### config.mk
export PLATFORM = sky130hd
export DESIGN_NAME = fpga_spi_config_loader
export DESIGN_NICKNAME = d
export VERILOG_FILES = /design/src/hw/rtl/scl_pkg.sv /design/src/hw/rtl/fpga_spi_config_loader.sv /design/src/hw/rtl/scl_front.sv /design/src/hw/rtl/scl_queue.sv /design/src/hw/rtl/scl_back.sv
export SDC_FILE = /design/constraint.sdc
export NUM_CORES = 1
export LEC_CHECK = 0
export BUFFER_PORTS_ARGS = -buffer_cell sky130_fd_sc_hd__buf_2
export CAP_MARGIN = 20
export CORE_MARGIN = 2
export CORE_UTILIZATION = 40
export DETAILED_ROUTE_END_ITERATION = 6
export GPL_TIMING_DRIVEN = 0
export MAX_ROUTING_LAYER = met4
export PLACE_DENSITY = 0.59
export RECOVER_POWER = 50
export SLEW_MARGIN = 40
export SYNTH_ARGS = -nofsm -noshare
export SYNTH_HDL_FRONTEND = slang
export SYNTH_SLANG_ARGS = --single-unit
### constraint.sdc
create_clock -name clk -period 8.6 [get_ports clk]
set_input_delay 0.43 -clock clk [delete_from_list [all_inputs] [get_ports clk]]
set_output_delay 0.43 -clock clk [all_outputs]
set_load 0.01 [all_outputs]
### src/hw/rtl/scl_pkg.sv
package scl_pkg;

  localparam int unsigned QUEUE_DEPTH = 2;
  localparam logic [23:0] SETTLE_RESET = 24'd1000;

  // host command codes as they arrive on the input channel
  typedef enum logic [2:0] {
    CMD_TICK        = 3'd0,
    CMD_START       = 3'd1,
    CMD_BYTE        = 3'd2,
    CMD_FINISH      = 3'd3,
    CMD_READ_ID     = 3'd4,
    CMD_READ_STATUS = 3'd5,
    CMD_NONE        = 3'd6
  } cmd_kind_t;

  typedef struct packed {
    cmd_kind_t   kind;
    logic        is_host;
    logic [7:0]  data;
    logic        miso;
  } item_t;

  typedef enum logic [4:0] {
    ST_IDLE     = 5'd0,
    ST_REFRESH  = 5'd1,
    ST_POLL1    = 5'd2,
    ST_POLL1_RD = 5'd3,
    ST_WAIT     = 5'd4,
    ST_ENABLE   = 5'd5,
    ST_ERASE    = 5'd6,
    ST_POLL2    = 5'd7,
    ST_POLL2_RD = 5'd8,
    ST_ADDR     = 5'd9,
    ST_STAT     = 5'd10,
    ST_STAT_RD  = 5'd11,
    ST_BURST    = 5'd12,
    ST_BYTE     = 5'd13,
    ST_FSTAT    = 5'd14,
    ST_FSTAT_RD = 5'd15,
    ST_DISABLE  = 5'd16,
    ST_ID       = 5'd17,
    ST_ID_RD    = 5'd18,
    ST_RS       = 5'd19,
    ST_RS_RD    = 5'd20
  } step_t;

  typedef enum logic [2:0] {
    SK_IDLE = 3'd0,
    SK_OP   = 3'd1,
    SK_RD   = 3'd2,
    SK_WAIT = 3'd3,
    SK_BYTE = 3'd4
  } step_kind_t;

  localparam logic [7:0] OP_REFRESH   = 8'h79;
  localparam logic [7:0] OP_READ_ID   = 8'hE0;
  localparam logic [7:0] OP_STATUS    = 8'h3C;
  localparam logic [7:0] OP_BUSY      = 8'hF0;
  localparam logic [7:0] OP_ENABLE    = 8'hC6;
  localparam logic [7:0] OP_ERASE     = 8'h0E;
  localparam logic [7:0] OP_ADDRESS   = 8'h46;
  localparam logic [7:0] OP_BURST     = 8'h7A;
  localparam logic [7:0] OP_DISABLE   = 8'h26;

  localparam logic [5:0] OP_LAST_BIT  = 6'd32;
  localparam logic [5:0] BYTE_BITS    = 6'd8;

  typedef struct packed {
    step_kind_t  kind;
    logic [7:0]  opcode;
    logic [5:0]  len;
    step_t       next;
  } step_desc_t;

  typedef struct packed {
    logic        cs_active;
    logic        mosi_bit;
    logic        clock_pulse;
    logic        engine_busy;
    logic        response_valid;
    logic [31:0] response_word;
    logic        command_rejected;
  } result_t;

  function automatic step_desc_t step_desc(step_t s);
    step_desc_t d;
    d = '{SK_IDLE, 8'h00, 6'd0, ST_IDLE};
    unique case (s)
      ST_IDLE:     d = '{SK_IDLE, 8'h00,       6'd0,  ST_IDLE};
      ST_REFRESH:  d = '{SK_OP,   OP_REFRESH,  6'd0,  ST_POLL1};
      ST_POLL1:    d = '{SK_OP,   OP_BUSY,     6'd0,  ST_POLL1_RD};
      ST_POLL1_RD: d = '{SK_RD,   8'h00,       6'd8,  ST_IDLE};
      ST_WAIT:     d = '{SK_WAIT, 8'h00,       6'd0,  ST_ENABLE};
      ST_ENABLE:   d = '{SK_OP,   OP_ENABLE,   6'd0,  ST_ERASE};
      ST_ERASE:    d = '{SK_OP,   OP_ERASE,    6'd0,  ST_POLL2};
      ST_POLL2:    d = '{SK_OP,   OP_BUSY,     6'd0,  ST_POLL2_RD};
      ST_POLL2_RD: d = '{SK_RD,   8'h00,       6'd8,  ST_ADDR};
      ST_ADDR:     d = '{SK_OP,   OP_ADDRESS,  6'd0,  ST_STAT};
      ST_STAT:     d = '{SK_OP,   OP_STATUS,   6'd0,  ST_STAT_RD};
      ST_STAT_RD:  d = '{SK_RD,   8'h00,       6'd32, ST_BURST};
      ST_BURST:    d = '{SK_OP,   OP_BURST,    6'd0,  ST_IDLE};
      ST_BYTE:     d = '{SK_BYTE, 8'h00,       6'd8,  ST_IDLE};
      ST_FSTAT:    d = '{SK_OP,   OP_STATUS,   6'd0,  ST_FSTAT_RD};
      ST_FSTAT_RD: d = '{SK_RD,   8'h00,       6'd32, ST_DISABLE};
      ST_DISABLE:  d = '{SK_OP,   OP_DISABLE,  6'd0,  ST_IDLE};
      ST_ID:       d = '{SK_OP,   OP_READ_ID,  6'd0,  ST_ID_RD};
      ST_ID_RD:    d = '{SK_RD,   8'h00,       6'd32, ST_IDLE};
      ST_RS:       d = '{SK_OP,   OP_STATUS,   6'd0,  ST_RS_RD};
      ST_RS_RD:    d = '{SK_RD,   8'h00,       6'd32, ST_IDLE};
      default:     d = '{SK_IDLE, 8'h00,       6'd0,  ST_IDLE};
    endcase
    return d;
  endfunction

endpackage

### src/hw/rtl/fpga_spi_config_loader.sv
// flow: a beat accepted into the queue waits there, then is retired into the engine's
//   result register, from which its result shows
// throughput: one beat per cycle while out_stall is low; each tick is one sequencer pass
// reset: synchronous active low, sequencer idle, chip select released, settle ticks 1000
module fpga_spi_config_loader #(
  parameter int unsigned QUEUE_DEPTH = scl_pkg::QUEUE_DEPTH
) (
  input  logic        clk,
  input  logic        rst_n,
  // configuration: settle tick count
  input  logic        cfg_wr_en,
  input  logic [23:0] cfg_wr_data,
  // input channel
  input  logic        in_valid,
  output logic        in_stall,
  input  logic [2:0]  in_command,
  input  logic [7:0]  in_data_byte,
  input  logic        in_miso_bit,
  // result channel
  output logic        out_valid,
  input  logic        out_stall,
  output logic        out_cs_active,
  output logic        out_mosi_bit,
  output logic        out_clock_pulse,
  output logic        out_engine_busy,
  output logic        out_response_valid,
  output logic [31:0] out_response_word,
  output logic        out_command_rejected
);

  logic [23:0]      settle_r;
  scl_pkg::item_t   front_item;
  scl_pkg::item_t   head_item;
  logic             q_not_empty;
  logic             q_full;
  logic             q_pop;
  scl_pkg::result_t res;

  // settle count; the user must write it only while the engine is quiet, the block does not enforce this
  always_ff @(posedge clk) begin
    if (!rst_n) begin
      settle_r <= scl_pkg::SETTLE_RESET;
    end else if (cfg_wr_en) begin
      settle_r <= cfg_wr_data;
    end
  end

  // front: sort each beat into tick, host command or nothing
  scl_front u_front (
    .command   (in_command),
    .data_byte (in_data_byte),
    .miso_bit  (in_miso_bit),
    .item      (front_item)
  );

  // short queue so the host side keeps flowing while a result waits
  assign in_stall = q_full;

  scl_queue #(
    .DEPTH (QUEUE_DEPTH)
  ) u_queue (
    .clk       (clk),
    .rst_n     (rst_n),
    .push      (in_valid && !q_full),
    .push_item (front_item),
    .pop       (q_pop),
    .not_empty (q_not_empty),
    .full      (q_full),
    .head_item (head_item)
  );

  // back: spi sequencer, one beat per cycle into the result register while out_stall is low
  scl_back u_back (
    .clk          (clk),
    .rst_n        (rst_n),
    .settle_ticks (settle_r),
    .item_valid   (q_not_empty),
    .item         (head_item),
    .item_pop     (q_pop),
    .res_valid    (out_valid),
    .res_stall    (out_stall),
    .res          (res)
  );

  assign out_cs_active        = res.cs_active;
  assign out_mosi_bit         = res.mosi_bit;
  assign out_clock_pulse      = res.clock_pulse;
  assign out_engine_busy      = res.engine_busy;
  assign out_response_valid   = res.response_valid;
  assign out_response_word    = res.response_word;
  assign out_command_rejected = res.command_rejected;

endmodule

### src/hw/rtl/scl_front.sv
module scl_front (
  input  logic [2:0]          command,
  input  logic [7:0]          data_byte,
  input  logic                miso_bit,
  output scl_pkg::item_t      item
);

  scl_pkg::cmd_kind_t kind;

  // codes six and seven carry no meaning and are dropped later
  always_comb begin
    unique case (scl_pkg::cmd_kind_t'(command))
      scl_pkg::CMD_TICK,
      scl_pkg::CMD_START,
      scl_pkg::CMD_BYTE,
      scl_pkg::CMD_FINISH,
      scl_pkg::CMD_READ_ID,
      scl_pkg::CMD_READ_STATUS: kind = scl_pkg::cmd_kind_t'(command);
      default:                  kind = scl_pkg::CMD_NONE;
    endcase
  end

  assign item.kind    = kind;
  assign item.is_host = (kind != scl_pkg::CMD_TICK) && (kind != scl_pkg::CMD_NONE);
  assign item.data    = data_byte;
  assign item.miso    = miso_bit;

endmodule

### src/hw/rtl/scl_queue.sv
module scl_queue #(
  parameter int unsigned DEPTH = scl_pkg::QUEUE_DEPTH
) (
  input  logic            clk,
  input  logic            rst_n,
  input  logic            push,
  input  scl_pkg::item_t  push_item,
  input  logic            pop,
  output logic            not_empty,
  output logic            full,
  output scl_pkg::item_t  head_item
);

  localparam int unsigned PTR_W = (DEPTH > 1) ? $clog2(DEPTH) : 1;
  localparam int unsigned CNT_W = $clog2(DEPTH + 1);
  localparam logic [PTR_W-1:0] LAST_PTR = PTR_W'(DEPTH - 1);
  localparam logic [CNT_W-1:0] FULL_CNT = CNT_W'(DEPTH);

  scl_pkg::item_t   slot_r [DEPTH];
  logic [PTR_W-1:0] wr_ptr_r, wr_ptr_nxt;
  logic [PTR_W-1:0] rd_ptr_r, rd_ptr_nxt;
  logic [CNT_W-1:0] count_r, count_nxt;

  assign not_empty = (count_r != '0);
  assign full      = (count_r == FULL_CNT);
  assign head_item = slot_r[rd_ptr_r];

  always_comb begin
    wr_ptr_nxt = wr_ptr_r;
    rd_ptr_nxt = rd_ptr_r;
    count_nxt  = count_r;
    if (push) begin
      wr_ptr_nxt = (wr_ptr_r == LAST_PTR) ? '0 : wr_ptr_r + PTR_W'(1);
    end
    if (pop) begin
      rd_ptr_nxt = (rd_ptr_r == LAST_PTR) ? '0 : rd_ptr_r + PTR_W'(1);
    end
    if (push && !pop) begin
      count_nxt = count_r + CNT_W'(1);
    end else if (pop && !push) begin
      count_nxt = count_r - CNT_W'(1);
    end
  end

  always_ff @(posedge clk) begin
    if (!rst_n) begin
      wr_ptr_r <= '0;
      rd_ptr_r <= '0;
      count_r  <= '0;
    end else begin
      wr_ptr_r <= wr_ptr_nxt;
      rd_ptr_r <= rd_ptr_nxt;
      count_r  <= count_nxt;
    end
  end

  always_ff @(posedge clk) begin
    if (push) begin
      slot_r[wr_ptr_r] <= push_item;
    end
  end

endmodule

### src/hw/rtl/scl_back.sv
module scl_back (
  input  logic              clk,
  input  logic              rst_n,
  input  logic [23:0]       settle_ticks,
  input  logic              item_valid,
  input  scl_pkg::item_t    item,
  output logic              item_pop,
  output logic              res_valid,
  input  logic              res_stall,
  output scl_pkg::result_t  res
);

  scl_pkg::step_t      step_r, step_nxt, target;
  logic [5:0]          bit_cnt_r, bit_cnt_nxt;
  logic [7:0]          shift_out_r, shift_out_nxt;
  logic [31:0]         shift_in_r, shift_in_nxt;
  logic [23:0]         wait_cnt_r, wait_cnt_nxt;
  logic                burst_open_r, burst_open_nxt;
  logic [31:0]         saved_r, saved_nxt;
  logic                enter;

  logic                out_valid_r;
  scl_pkg::result_t    out_r, out_nxt;

  scl_pkg::step_desc_t desc;
  scl_pkg::step_desc_t tgt_desc;
  logic                is_tick, busy, is_poll;
  logic [5:0]          cnt_inc;
  logic [4:0]          rd_pos;
  logic [31:0]         shift_in_upd;
  logic                op_done, rd_done;
  logic [23:0]         wait_dec;

  // take the next item whenever the result register is free or being drained
  assign item_pop = item_valid && (!out_valid_r || !res_stall);

  assign desc     = scl_pkg::step_desc(step_r);
  assign is_tick  = (item.kind == scl_pkg::CMD_TICK);
  assign busy     = (step_r != scl_pkg::ST_IDLE);
  assign is_poll  = (step_r == scl_pkg::ST_POLL1_RD) || (step_r == scl_pkg::ST_POLL2_RD);
  assign cnt_inc  = bit_cnt_r + 6'd1;
  // read bits land msb first within each byte, bytes little-endian
  assign rd_pos   = {bit_cnt_r[4:3], ~bit_cnt_r[2:0]};
  assign shift_in_upd = shift_in_r | ({31'd0, item.miso} << rd_pos);
  assign op_done  = (cnt_inc > scl_pkg::OP_LAST_BIT);
  assign rd_done  = (cnt_inc >= desc.len);
  assign wait_dec = (wait_cnt_r != '0) ? wait_cnt_r - 24'd1 : wait_cnt_r;

  // next state
  always_comb begin
    step_nxt       = step_r;
    bit_cnt_nxt    = bit_cnt_r;
    shift_out_nxt  = shift_out_r;
    shift_in_nxt   = shift_in_r;
    wait_cnt_nxt   = wait_cnt_r;
    burst_open_nxt = burst_open_r;
    saved_nxt      = saved_r;
    enter          = 1'b0;
    target         = step_r;
    if (item_pop) begin
      if (!is_tick) begin
        if (!(busy && item.is_host)) begin
          unique case (item.kind)
            scl_pkg::CMD_START: begin
              burst_open_nxt = 1'b0;
              enter = 1'b1; target = scl_pkg::ST_REFRESH;
            end
            scl_pkg::CMD_BYTE: begin
              if (burst_open_r) begin
                shift_out_nxt = item.data;
                enter = 1'b1; target = scl_pkg::ST_BYTE;
              end
            end
            scl_pkg::CMD_FINISH: begin
              burst_open_nxt = 1'b0;
              enter = 1'b1; target = scl_pkg::ST_FSTAT;
            end
            scl_pkg::CMD_READ_ID: begin
              burst_open_nxt = 1'b0;
              enter = 1'b1; target = scl_pkg::ST_ID;
            end
            scl_pkg::CMD_READ_STATUS: begin
              burst_open_nxt = 1'b0;
              enter = 1'b1; target = scl_pkg::ST_RS;
            end
            default: begin
            end
          endcase
        end
      end else begin
        unique case (desc.kind)
          scl_pkg::SK_WAIT: begin
            wait_cnt_nxt = wait_dec;
            if (wait_dec == '0) begin
              enter = 1'b1; target = scl_pkg::ST_ENABLE;
            end
          end
          scl_pkg::SK_OP: begin
            if (bit_cnt_r == '0) begin
              shift_out_nxt = desc.opcode;
              bit_cnt_nxt   = 6'd1;
            end else begin
              shift_out_nxt = {shift_out_r[6:0], 1'b0};
              bit_cnt_nxt   = cnt_inc;
              if (op_done) begin
                if (step_r == scl_pkg::ST_BURST) begin
                  burst_open_nxt = 1'b1;
                end
                enter = 1'b1; target = desc.next;
              end
            end
          end
          scl_pkg::SK_RD: begin
            shift_in_nxt = shift_in_upd;
            bit_cnt_nxt  = cnt_inc;
            if (rd_done) begin
              enter = 1'b1;
              if (is_poll) begin
                if (shift_in_upd[7:0] != 8'd0) begin
                  target = (step_r == scl_pkg::ST_POLL1_RD) ? scl_pkg::ST_POLL1
                                                            : scl_pkg::ST_POLL2;
                end else if (step_r == scl_pkg::ST_POLL1_RD) begin
                  if (settle_ticks == '0) begin
                    target = scl_pkg::ST_ENABLE;
                  end else begin
                    wait_cnt_nxt = settle_ticks;
                    target       = scl_pkg::ST_WAIT;
                  end
                end else begin
                  target = desc.next;
                end
              end else begin
                if (step_r == scl_pkg::ST_FSTAT_RD) begin
                  saved_nxt = shift_in_upd;
                end
                target = desc.next;
              end
            end
          end
          scl_pkg::SK_BYTE: begin
            shift_out_nxt = {shift_out_r[6:0], 1'b0};
            bit_cnt_nxt   = cnt_inc;
            if (cnt_inc >= scl_pkg::BYTE_BITS) begin
              enter = 1'b1; target = scl_pkg::ST_IDLE;
            end
          end
          default: begin
          end
        endcase
      end
    end
    tgt_desc = scl_pkg::step_desc(target);
    if (enter) begin
      step_nxt    = target;
      bit_cnt_nxt = '0;
      if (tgt_desc.kind == scl_pkg::SK_RD) begin
        shift_in_nxt = '0;
      end
    end
  end

  // outputs of the item being retired
  always_comb begin
    out_nxt = '0;
    if (is_tick) begin
      unique case (desc.kind)
        scl_pkg::SK_OP: begin
          if (bit_cnt_r != '0) begin
            out_nxt.cs_active   = 1'b1;
            out_nxt.clock_pulse = 1'b1;
            out_nxt.mosi_bit    = shift_out_r[7];
            if (op_done && step_r == scl_pkg::ST_DISABLE) begin
              out_nxt.response_valid = 1'b1;
              out_nxt.response_word  = saved_r;
            end
          end
        end
        scl_pkg::SK_RD: begin
          out_nxt.cs_active   = 1'b1;
          out_nxt.clock_pulse = 1'b1;
          if (rd_done && !is_poll && step_r != scl_pkg::ST_FSTAT_RD) begin
            out_nxt.response_valid = 1'b1;
            out_nxt.response_word  = shift_in_upd;
          end
        end
        scl_pkg::SK_BYTE: begin
          out_nxt.cs_active   = 1'b1;
          out_nxt.clock_pulse = 1'b1;
          out_nxt.mosi_bit    = shift_out_r[7];
        end
        scl_pkg::SK_IDLE: begin
          out_nxt.cs_active = burst_open_r;
        end
        default: begin
        end
      endcase
    end
    out_nxt.command_rejected = !is_tick && item.is_host && busy;
    out_nxt.engine_busy      = (step_nxt != scl_pkg::ST_IDLE);
  end

  always_ff @(posedge clk) begin
    if (!rst_n) begin
      step_r       <= scl_pkg::ST_IDLE;
      bit_cnt_r    <= '0;
      shift_out_r  <= '0;
      shift_in_r   <= '0;
      wait_cnt_r   <= '0;
      burst_open_r <= 1'b0;
      saved_r      <= '0;
      out_valid_r  <= 1'b0;
    end else begin
      step_r       <= step_nxt;
      bit_cnt_r    <= bit_cnt_nxt;
      shift_out_r  <= shift_out_nxt;
      shift_in_r   <= shift_in_nxt;
      wait_cnt_r   <= wait_cnt_nxt;
      burst_open_r <= burst_open_nxt;
      saved_r      <= saved_nxt;
      out_valid_r  <= item_pop || (out_valid_r && res_stall);
    end
  end

  always_ff @(posedge clk) begin
    if (item_pop) begin
      out_r <= out_nxt;
    end
  end

  assign res_valid = out_valid_r;
  assign res       = out_r;

  a_burst_only_idle: assert property (@(posedge clk) disable iff (!rst_n)
    burst_open_r |-> (step_r == scl_pkg::ST_IDLE || step_r == scl_pkg::ST_BYTE))
    else $error("burst open outside idle or byte step");

  a_wait_nonzero: assert property (@(posedge clk) disable iff (!rst_n)
    (step_r == scl_pkg::ST_WAIT) |-> (wait_cnt_r != '0))
    else $error("wait step with empty counter");

  a_reject_busy: assert property (@(posedge clk) disable iff (!rst_n)
    (out_valid_r && out_r.command_rejected) |-> out_r.engine_busy)
    else $error("rejected command reported with engine idle");

  a_clock_has_cs: assert property (@(posedge clk) disable iff (!rst_n)
    (out_valid_r && out_r.clock_pulse) |-> out_r.cs_active)
    else $error("spi clock without chip select");

  a_word_cleared: assert property (@(posedge clk) disable iff (!rst_n)
    (out_valid_r && !out_r.response_valid) |-> (out_r.response_word == '0))
    else $error("response word not cleared without response");

endmodule

Word level (Yosys, flattened, before mapping). Memory sizes are Yosys's and may differ from the RTL's. A register that Yosys moved wholly into a read port is not among the register bits. Cells that the tools add are included.

Bits in registers: 175. Memory bits (writable): 26. Memory bits (read-only): 1152. Input port bits: 41. Output and inout bits: 40. Word-level logic and storage cells: 193. Memories kept: 3.

$add $sub $neg: 6. Magnitude comparators: 3. Equality and inequality tests: 34. Shift-type cells: 1. Multiplexer cells: 73. Bitwise operators: 4. Reductions and logical operators: 50.

Memory list: (name not given) (depth 32, width 18, read ports 1, clocked after Yosys merged registers in 0, wr ports 0, RTL line scl_pkg.sv:89) `unique case (s)`; (name not given) (depth 32, width 18, read ports 1, clocked after Yosys merged registers in 1, wr ports 0, RTL line scl_pkg.sv:89); u_queue.slot_r (depth 2, width 13, read ports 1, clocked after Yosys merged registers in 1, wr ports 1, RTL line scl_queue.sv:19) `scl_pkg::item_t slot_r [DEPTH];`.

Operator list (number): 2-to-1 mux 32 bit (5); 2-to-1 mux 24 bit (6); 2-to-1 mux 33 bit (3); 2-to-1 mux 5 bit (14); one-hot mux 33 bit (2 select lines) (1); logical NOT 24 bit (2); one-hot mux 24 bit (2 select lines) (1); 2-to-1 mux 8 bit (5); OR 32 bit (1); left shift 1 x 5 -> 32 bit (1); one-hot mux 5 bit (5 select lines) (1); nonzero test 24 bit (1); subtractor 24 x 1 -> 24 bit, second input constant (1); 2-to-1 mux 1 bit (23); == test 3 x 2 -> 1 bit, second input constant (7); one-hot mux 5 bit (4 select lines) (1); one-hot mux 8 bit (2 select lines) (1); == test 3 bit, second input constant (5); == test 5 x 4 -> 1 bit, second input constant (3); nonzero test 2 bit (7); logical AND 1 bit (12); != test 2 bit, second input constant (6); one-hot mux 6 bit (2 select lines) (1); nonzero test 5 bit (2); 37 further kinds (61).

Logic depth before layout (Yosys ltp). Gate-level depths: netlist (run 1). An unclocked memory read counts as a cell.

Depth in word-level cells: 14. Gate-level depth with buffers: 19. Gate-level depth less buffers: 17.

By module. From an unflattened synthesis (run 1), not the netlist that was laid out.

Cells, all modules: 1258. Area, all modules: 11229.5 um^2.

By module, submodules not included: scl_back (instances 1, cells an instance 1104, area each 9062.4 um^2); scl_queue (instances 1, cells an instance 62, area each 1153.6 um^2); fpga_spi_config_loader (instances 1, cells an instance 78, area each 920.9 um^2); scl_front (instances 1, cells an instance 14, area each 92.6 um^2).

Least setup slack after synthesis (run 1). OpenSTA, ideal clock, no wires.

Path type: reg-to-reg. Start: reg u_back.wait_cnt_r[0]. End: reg u_back.desc[16] (netlist name). Setup time: 0.063 ns. Arrival time: 3.953 ns. Data required time: 8.537 ns. Setup slack: 4.585 ns. Cell stages (with the launch flop): 18. Path through: dfxtp_1 inv_1 ha_1 or4b_2 or3_1 or2_2 a41oi_1 nor4_2 nand4_4 nand2_1 a22oi_1 o22a_1 and2_1 ha_1 clkbuf_1 inv_1 a221o_1 nand3_1.

Longest elaborated chain between the ends: 9. Elaborated cells on any way between the ends: 14. Classes of those cells: add/sub: 1; mux: 11; reduce/logical: 2.

RTL lines: start, declared (RTL line scl_back.sv:17) `logic [23:0] wait_cnt_r, wait_cnt_nxt;`; start signal, assigned (RTL line scl_back.sv:217) `wait_cnt_r <= wait_cnt_nxt;`; subtractor 24 x 1 -> 24 bit or nonzero test 24 bit (tied branches) (RTL line scl_back.sv:47) `assign wait_dec = (wait_cnt_r != '0) ? wait_cnt_r - 24'd1 : wait_cnt_r;`; 2-to-1 mux 24 bit * (RTL line scl_back.sv:47); logical NOT 24 bit * (RTL line scl_back.sv:94) `if (wait_dec == '0) begin`; 2-to-1 mux 5 bit or 2-to-1 mux 1 bit (tied branches) (RTL line scl_back.sv:94); one-hot mux 5 bit (4 select lines) or one-hot mux 1 bit (4 select lines) (tied branches) (RTL line scl_back.sv:91) `unique case (desc.kind)`; 2-to-1 mux 5 bit or 2-to-1 mux 1 bit (tied branches) (RTL line scl_back.sv:61) `if (!is_tick) begin`; 2-to-1 mux 5 bit or 2-to-1 mux 1 bit (tied branches) (RTL line scl_back.sv:60) `if (item_pop) begin`; 2-to-1 mux 5 bit * (RTL line scl_back.sv:153) `if (enter) begin`; 2-to-1 mux 5 bit (no source line) *.

Mark *: on every way between the ends. The rest lies on a longest branch, timed or not. A chain may end at the register's enable or synchronous reset.

Final worst setup path (run 1).
Start: reg u_back.bit_cnt_r[0]. End: reg u_back.desc[2] (netlist name).

Longest elaborated chain between the ends: 12. Elaborated cells on any way between the ends: 27. Classes of those cells: add/sub: 1; order compare: 3; shift: 1; mux: 18; bitwise: 2; reduce/logical: 2.

RTL lines: start, declared (RTL line scl_back.sv:14) `logic [5:0] bit_cnt_r, bit_cnt_nxt;`; start signal, assigned (RTL line scl_back.sv:214) `bit_cnt_r <= bit_cnt_nxt;`; parallel branches: the longest is 10 deep, another holds adder 6 x 1 -> 6 bit; 2-to-1 mux 5 bit * (RTL line scl_back.sv:153); 2-to-1 mux 5 bit (no source line) *.

Mark *: on every way between the ends.

==> qor.yml, run 1 <==
status:
  status: "completed"
run:
  drv_cap: 0
drt:
  avgRoutedWirePerCell_um: 17.68
  viasPerCell: 5.557
  drt_first_pass_iters: 7
  drt-total-wl_um: 30220
  vias: 9497
  antenna_left: 0
  drt_iter0_drc: 783
  drc_errors: 0
floorplan:
  dieArea_um2: 29190
  initial_core_util: 0.4030
  die_w_um: 170.9
  io-pin-count: 81
  die_h_um: 170.9
  row_count: 61
  core_area_um2: 27630
worst_setup_path:
  path_delay_family: "simple AND/OR/NAND/NOR gates"
  crit_fanout: 10
  r2r-end: "u_back.desc[2]"
  start_kind: "register"
  end_kind: "register"
  cp.arrival_ps: 5550
  crit_start: "u_back.bit_cnt_r[0]"
  crit_chain: "clkbuf_1, nand2_1, or3_1, nand2_1, ha_1, o21a_1, o21ai_1, o21ai_0, nor2_1, nand2_1, a22oi_1, o22a_1, and2_1, ha_1, clkbuf_1, inv_1, nand3_1, o2111ai_1, a21oi_1"
  r2r-start: "u_back.bit_cnt_r[0]"
  worst-path-buf-inv: 3
  r2r_cells: 19
  crit_path_frequent_cell: "nand2_1"
  critPathKind: "reg2reg"
  critical_path.slowest_cell: "or3_1"
  crit_path_max_incr_delay_ps: 450
  critPathRequiredTime_ps: 9020
  reg2reg_setup_slack_ps: 3470
cts:
  clock_sinks: 220
  cts_resized: 0
  cts_buffer_depth: 3
  tritoncts: "yes"
  worstSkewPairLatency_ps: 530
  clk_pin_slew_ps: 60
  cts_hold_buffers: 0
  clockRootBuffer: "clkbuf_16"
  cts_max_level: 1
  cts_inserted_buffers: 25
  post_cts_buffers: 0
timing:
  period_share: 0.5966
  hold_slack_ps: 93.17
  rsz0062_at_grt: "false"
  finClkSkew_ps: 12.73
  finalCriticalPeriod_ps: 5131
  maxSlewViolCount: 0
  max_freq_ghz: 0.1949
  tightest_slew_ps: 1417
  tns_ps: 0
  hold_viol: 0
  slew_headroom: 0.05561
  finalSetupViolCount: 0
synth:
  synth.avg_cell_area_um2: 9.272
  synth.top_cells.by_area: "dfxtp_1 28%, edfxtp_1 17%, mux2i_1 6.7%"
  ys_seq_area_frac: 0.4530
  synth.distinct_cells: 86
  synth_top_area_cell: "dfxtp_1"
  synth_cells: 1201
  synth_area_um2: 11140
  syn_nets: 1260
  yosysTopAreaCellShare: 0.2804
  ys.flop_type: "dfxtp_1"
  synth-edff-count: 64
  ys_ff_latch: 220
  synth-async-reset-ratio: 0
  ys.warnings.count: 0
grt:
  antenna_found_initial: 0
  grt_max_degree: 27
  grt_usage: 0.2133
  grt_remaining_overflow: 0
  grt_pass1_vias: 9044
  grt_pass1_wl_um: 48480
placement:
  placed_cells: 1662
  portBuffers: 79
  routabilityCongestion: 0.9421
  dp_hpwl_um: 21890
worst_hold_path:
  min_path_type: "in2reg"
  hold_depth: 1
  hold_start: "in_data_byte[2]"
  min_delay_worst_endpoint: "u_queue.slot_r[1][3]"
cells_and_area:
  fin_cells: 1709
  nets: 1371
  final_cell_mix: "177 x nor2_1, 156 x dfxtp_1, 124 x clkbuf_1"
  diodes: 0
  fin_util: 0.4645
  drive_gt1_frac: 0.1187
  area_growth_pct: 15.25
  layout_commonest_cell: "nor2_1"
pwr:
  p_per_area_nw_per_um2: 266.1
  ir_drop_v: 0.0001465
  power.leakage_nw: 4.777
-- report_power, final --
| group | leakage, nW | internal [mW] | total, mW | switching (mW) |
|---|---|---|---|---|
| sequential | 1.88 | 1.24 | 1.30 | 0.0593 |
| combinational | 2.49 | 0.335 | 1.06 | 0.725 |
| clock | 0.405 | 0.633 | 1.05 | 0.421 |
-- through the flow --
step,cell area (um^2),setup WS [ps],power [mW]
final,12830,3469,3.415
after global routing,12830,3233,3.606
after CTS,12900,3644,3.453
after detailed placement,12090,3703,2.396
after global placement,12000,3208,2.376
after floorplan,11140,4585,2.043
-- flip-flops by register name (all words and copies together) (netlist names), 6 cells and up, named ones only --
register,cells
settle_r,24
u_back.bit_cnt_r,6
u_back.desc,18
u_back.res,38
u_back.saved_r,32
u_back.shift_in_r,32
u_back.shift_out_r,8
u_back.wait_cnt_r,24
u_queue.slot_r,26
-- synthesized netlist by cell type, types with 18 or more instances --
cell	count
a21o_1	37
edfxtp_1	64
nor2_1	178
nor3_1	27
o21ai_0	79
nand2_1	65
nor3_2	31
a22oi_1	42
inv_1	19
dfxtp_1	156
a211oi_1	27
ha_1	18
clkbuf_1	66
nor4_1	20
mux2i_1	74
a21oi_1	61
-- final cells by class --
cell class / instances / area (um^2)
clock inverters: 10 / 110.1
clock buffers: 36 / 708.2
flip-flops and latches: 220 / 5045
plain buffers: 84 / 369.1
inverters: 21 / 80.08
repair buffers: 84 / 362.8
well taps: 378 / 473.0
fillers: 2708 / 14800
multi-input cells: 876 / 5685
-- worst max path at each step --
stage / endpoint / slack [ps] / cells after the start
global placement: u_back.desc[12] / 3210 / 14
CTS: u_back.desc[2] / 3640 / 19
detailed placement: u_back.desc[2] / 3700 / 19
global route: u_back.desc[2] / 3230 / 19
finish: u_back.desc[2] / 3470 / 19
floorplan: u_back.desc[16] / 4580 / 17
-- layer usage --
metal / share of wire / track usage / up-vias
met5: 0 / - / -
met4: 0.020 / 0.05859 / 0
met3: 0.054 / 0.02545 / 54
met2: 0.45 / 0.3334 / 306
met1: 0.48 / 0.2932 / 4491
li1: - / - / 4646
-- cells by family after synthesis --
| family | synth area share |
|---|---|
| flip-flops | 0.4530 |
| adder cells (fa/ha/maj) | 0.02023 |
| multiplexers | 0.07056 |
| buffers and inverters | 0.04034 |
| AO/OA/AOI/OAI | 0.1961 |
| XOR/XNOR | 0.01180 |
| AND/OR/NAND/NOR | 0.2080 |
No activity file was read; power rests on OpenSTA's default activity.
==> inputs of run 2 (changes only) <==
- clock period: 8.6 -> 5.2 ns (I/O delays scaled with it)
==> run 2 against run 1 <==
  * Clock power rose by 66%
  * Hold slack got worse by 84 ps
  * Critical path depth fell by 1
  * Clock skew fell by 2.9 ps
  * Via count rose by 1.2%
  * Non-clock buffer count rose by 32
  * Clock-buffer cell count did not move
  * Final cell count rose by 1.9%
  * Core utilization rose by 1.2 points
  * Largest power group unchanged
==> qor.yml, run 2 (synthesis gave the netlist of run 1 again) <==
status:
  status: "completed"
worst_setup_path:
  r2r-end: "u_back.desc[2]"
  reg2reg_setup_slack_ps: 260
  r2r-start: "u_back.bit_cnt_r[0]"
  end_kind: "register"
  critPathRequiredTime_ps: 5620
  cp.arrival_ps: 5360
  critPathKind: "reg2reg"
  start_kind: "register"
  crit_fanout: 10
  r2r_cells: 18
worst_hold_path:
  min_delay_worst_endpoint: "settle_r[11]"
  hold_start: "cfg_wr_data[11]"
  min_path_type: "in2reg"
  hold_depth: 3
timing:
  finalSetupViolCount: 0
  finClkSkew_ps: 9.871
  tightest_slew_ps: 1427
  finalCriticalPeriod_ps: 4939
  max_freq_ghz: 0.2025
  hold_viol: 0
  slew_headroom: 0.04859
  period_share: 0.9497
  hold_slack_ps: 9.158
  rsz0062_at_grt: "false"
  maxSlewViolCount: 0
cts:
  clk_pin_slew_ps: 60
  cts_buffer_depth: 3
  post_cts_buffers: 0
  worstSkewPairLatency_ps: 520
  cts_inserted_buffers: 25
  tritoncts: "yes"
  clock_sinks: 220
  clockRootBuffer: "clkbuf_16"
  cts_max_level: 1
drt:
  drt_first_pass_iters: 5
  avgRoutedWirePerCell_um: 17.48
  drt-total-wl_um: 30440
  viasPerCell: 5.518
  drt_iter0_drc: 800
  drc_errors: 0
  antenna_left: 0
  vias: 9607
floorplan:
  dieArea_um2: 29190
  die_w_um: 170.9
  core_area_um2: 27630
  initial_core_util: 0.4030
  die_h_um: 170.9
  io-pin-count: 81
  row_count: 61
grt:
  grt_max_degree: 27
  grt_remaining_overflow: 0
  grt_usage: 0.2150
  antenna_found_initial: 0
  grt_pass1_wl_um: 48870
  grt_pass1_vias: 9147
cells_and_area:
  drive_gt1_frac: 0.1159
  area_growth_pct: 18.18
  n_fill_cell: 2679
  multi_input_area_um2: 5685
  largest_register_ffs: 38
  layout_commonest_cell: "nor2_1"
  final_cell_mix: "177 x nor2_1, 156 x dfxtp_1, 123 x clkbuf_1"
  regArea_um2: 5045
  nets: 1403
  diodes: 0
  fin_util: 0.4763
pwr:
  ir_drop_v: 0.0002383
  power.leakage_nw: 4.915
  p_per_area_nw_per_um2: 430.7
placement:
  portBuffers: 79
  routabilityCongestion: 0.9421
  dp_hpwl_um: 21890
run:
  drv_cap: 0
==> run 2: changes by cell type in the layout (fill, tap and decap cells not counted), sizes merged <==
cell         change
dlygate4sd3     +33
buf              -1
==> run 2: layout make-up <==
class,instances,share of cell area
multi-input cells,876,0.4320
flip-flops and latches,220,0.3833
clock buffers,36,0.05381
repair buffers,117,0.05258
well taps,378,0.03594
plain buffers,83,0.02786
clock inverters,10,0.008367
inverters,21,0.006085
==> run 2: how the worst max path moves through the flow <==
stage,startpoint,to,slack (ps),cells after the start
after floorplan,u_back.wait_cnt_r[0],u_back.desc[16],1180,17
after detailed placement,u_back.bit_cnt_r[0],u_back.desc[2],300,19
final,u_back.bit_cnt_r[0],u_back.desc[2],260,18
after global placement,u_queue.count_r[0],u_back.desc[12],-170,13
after CTS,u_back.bit_cnt_r[0],u_back.desc[2],240,19
after global routing,u_back.bit_cnt_r[0],u_back.desc[2],1,18
==> run 2: per-stage QoR <==
step                cell area [um^2]  power [mW]  cells  setup TNS, ps  setup WS (ps)
floorplan                      11140       3.378   1201              0           1185
global placement               12000       3.930   1658          -4703         -171.9
detailed placement             12090       3.963   1662              0          303.1
CTS                            13230       5.730   1741              0          243.5
global route                   13160       5.983   1741              0          1.035
finish                         13160       5.668   1741              0          261.4
==> run 2: per-layer routing <==
layer,global-route usage,vias up,wire (um)
met4,0.06153,0,635
met2,0.3362,288,13770
met3,0.02591,48,1452
met1,0.2944,4558,14580
met5,-,-,0
li1,-,4713,-
==> run 2: what timing repair did <==
item	4_1_cts	5_1_grt
endpoints found under the hold margin	42	0
resized for setup	0	2
setup endpoints to repair	0	5
hold buffers	33	0
==> run 2: power breakdown <==
| group | switching [mW] | internal, mW | leakage (nW) |
|---|---|---|---|
| combinational | 1.20 | 0.571 | 2.63 |
| sequential | 0.0978 | 2.05 | 1.88 |
| clock | 0.695 | 1.05 | 0.405 |
==> run 2: critical path, cell delays in order (launching register included) <==
cell and delay [ps]:
dfxtp_1 350, clkbuf_1 320, nand2_1 210, or3_1 450
nand2_1 120, ha_1 250, o21a_1 190, o21ai_1 310
o21ai_0 220, nor2_1 380, nand2_1 170, a22oi_1 190
o22a_1 360, and2_1 230, ha_1 430, inv_1 170
nand3_1 120, o2111ai_1 130, a21oi_1 230
==> inputs of run 3 (changes only) <==
- CORE_UTILIZATION: 40 -> 61
- PLACE_DENSITY: 0.59 -> 0.83
==> run 3 against run 2 <==
  * The run now ends with max-capacitance violations, max-slew violations left
  * First-iteration DRC count fell by 4.8%
  * Sequential cell count unchanged
  * Global-route usage is 11 points higher
  * Critical path depth is the same
  * Critical endpoint unchanged
  * Largest power group unchanged
  * Highest routed layer unchanged
==> qor.yml, run 3 (synthesis gave the netlist of run 1 again) <==
worst_setup_path:
  critical_path.slowest_cell: "or4b_2"
  worst-path-buf-inv: 3
  crit_path_max_incr_delay_ps: 620
  crit_chain: "inv_1, ha_1, or4b_2, or3_1, or2_2, a41oi_1, nor4_2, nand4_4, nand2_1, a22oi_1, o22a_1, and2_1, ha_1, clkbuf_1, inv_1, nand3_1, o2111ai_1, a21oi_1"
  start_kind: "register"
  path_delay_family: "simple AND/OR/NAND/NOR gates"
  crit_fanout: 10
  reg2reg_setup_slack_ps: 320
  end_kind: "register"
  r2r-end: "u_back.desc[2]"
  r2r_cells: 18
  crit_start: "u_back.wait_cnt_r[0]"
  cp.arrival_ps: 5310
  critPathRequiredTime_ps: 5630
  r2r-start: "u_back.wait_cnt_r[0]"
  critPathKind: "reg2reg"
grt:
  grt_pass1_vias: 9663
  antenna_found_initial: 0
  grt_max_degree: 36
  grt_remaining_overflow: 0
  grt_usage: 0.3241
  grt_pass1_wl_um: 49850
cts:
  tritoncts: "yes"
  clock_sinks: 220
  cts_buffer_depth: 3
  cts_inserted_buffers: 24
  cts_max_level: 1
  clockRootBuffer: "clkbuf_16"
  worstSkewPairLatency_ps: 520
  post_cts_buffers: 0
  clk_pin_slew_ps: 60
timing:
  finClkSkew_ps: 10.20
  tightest_slew_ps: 1977
  rsz0062_at_grt: "false"
  hold_slack_ps: 5.302
  maxSlewViolCount: 36
  tns_ps: 0
  finalSetupViolCount: 0
  hold_viol: 0
  max_freq_ghz: 0.2050
  slew_headroom: -0.3182
  finalCriticalPeriod_ps: 4878
  period_share: 0.9381
worst_hold_path:
  hold_depth: 3
  min_path_type: "in2reg"
  hold_start: "out_stall"
  min_delay_worst_endpoint: "u_back.res_valid"
floorplan:
  initial_core_util: 0.6199
  core_area_um2: 17960
  row_count: 49
  die_h_um: 139.1
  die_w_um: 139.1
  dieArea_um2: 19350
  io-pin-count: 81
drt:
  drt_iter0_drc: 762
  avgRoutedWirePerCell_um: 19.76
  drt_first_pass_iters: 5
  drc_errors: 0
  vias: 10020
  viasPerCell: 6.328
  antenna_left: 0
  drt-total-wl_um: 31270
cells_and_area:
  nets: 1395
  largest_register_ffs: 38
  fin_util: 0.7219
  finish.instance_area_um2: 12970
  drive_gt1_frac: 0.1167
  final_cell_mix: "177 x nor2_1, 156 x dfxtp_1, 116 x clkbuf_1"
  layout_commonest_cell: "nor2_1"
  area_growth_pct: 16.45
  diodes: 0
run:
  drv_cap: 1
status:
  status: "finished, violations left"
  violations: "max-capacitance violations, max-slew violations"
pwr:
  ir_drop_v: 0.0003594
  power.leakage_nw: 4.907
  p_per_area_nw_per_um2: 448.6
placement:
  routabilityCongestion: 0.9914
  place_area_um2: 11870
  dp_hpwl_um: 21420
  portBuffers: 79
[run 3: layout make-up]
class / instances / area [um^2]
Sequential cell: 220 / 5045
Multi-Input combinational cell: 876 / 5679
Clock inverter: 12 / 172.7
Buffer: 84 / 371.6
Tap cell: 229 / 286.5
Fill cell: 1403 / 4996
Inverter: 21 / 80.08
Timing Repair Buffer: 109 / 630.6
Clock buffer: 32 / 701.9
[run 3: metrics by stage]
step | setup slack (ps) | cells | power [mW]
final | 321.9 | 1583 | 5.817
after global routing | 4.194 | 1583 | 6.043
after CTS | 266.3 | 1583 | 5.810
after detailed placement | 374.2 | 1510 | 3.954
after global placement | 9.113 | 1509 | 3.897
after floorplan | 1185 | 1201 | 3.378
[run 3: worst register-to-register path: stages, from the launching register on]
cell and delay (ps):
dfxtp_1 350, inv_1 140, ha_1 150, or4b_2 620
or3_1 470, or2_2 380, a41oi_1 310, nor4_2 110
nand4_4 140, nand2_1 120, a22oi_1 190, o22a_1 360
and2_1 250, ha_1 160, clkbuf_1 380, inv_1 210
nand3_1 130, o2111ai_1 140, a21oi_1 180
[run 3: per-layer routing]
layer	share of wire	global-route usage	routed length [um]
met1	0.42	0.4211	13080
met2	0.48	0.5375	14970
met3	0.073	0.03626	2291
met4	0.030	0.09888	923
met5	0	-	0
[run 3: where the power goes]
part	leakage (nW)	switching, mW	internal [mW]
clock	0.423	0.713	1.15
combinational	2.60	1.23	0.566
sequential	1.88	0.103	2.06
total	4.91	2.05	3.77
[run 3: repair_timing]
action / in CTS / in global routing
hold endpoints to repair: 38 / 0
endpoints found under the setup margin: 0 / 38
hold buffers: 29 / 0
resized for setup: 0 / 3
[run 3: how the worst max path moves through the flow]
| stage | end | cells past startpoint |
|---|---|---|
| floorplan | u_back.desc[16] | 17 |
| global placement | u_back.shift_in_r[28] | 12 |
| detailed placement | u_back.desc[16] | 18 |
| CTS | u_back.desc[16] | 18 |
| global route | u_back.desc[2] | 19 |
| finish | u_back.desc[2] | 18 |
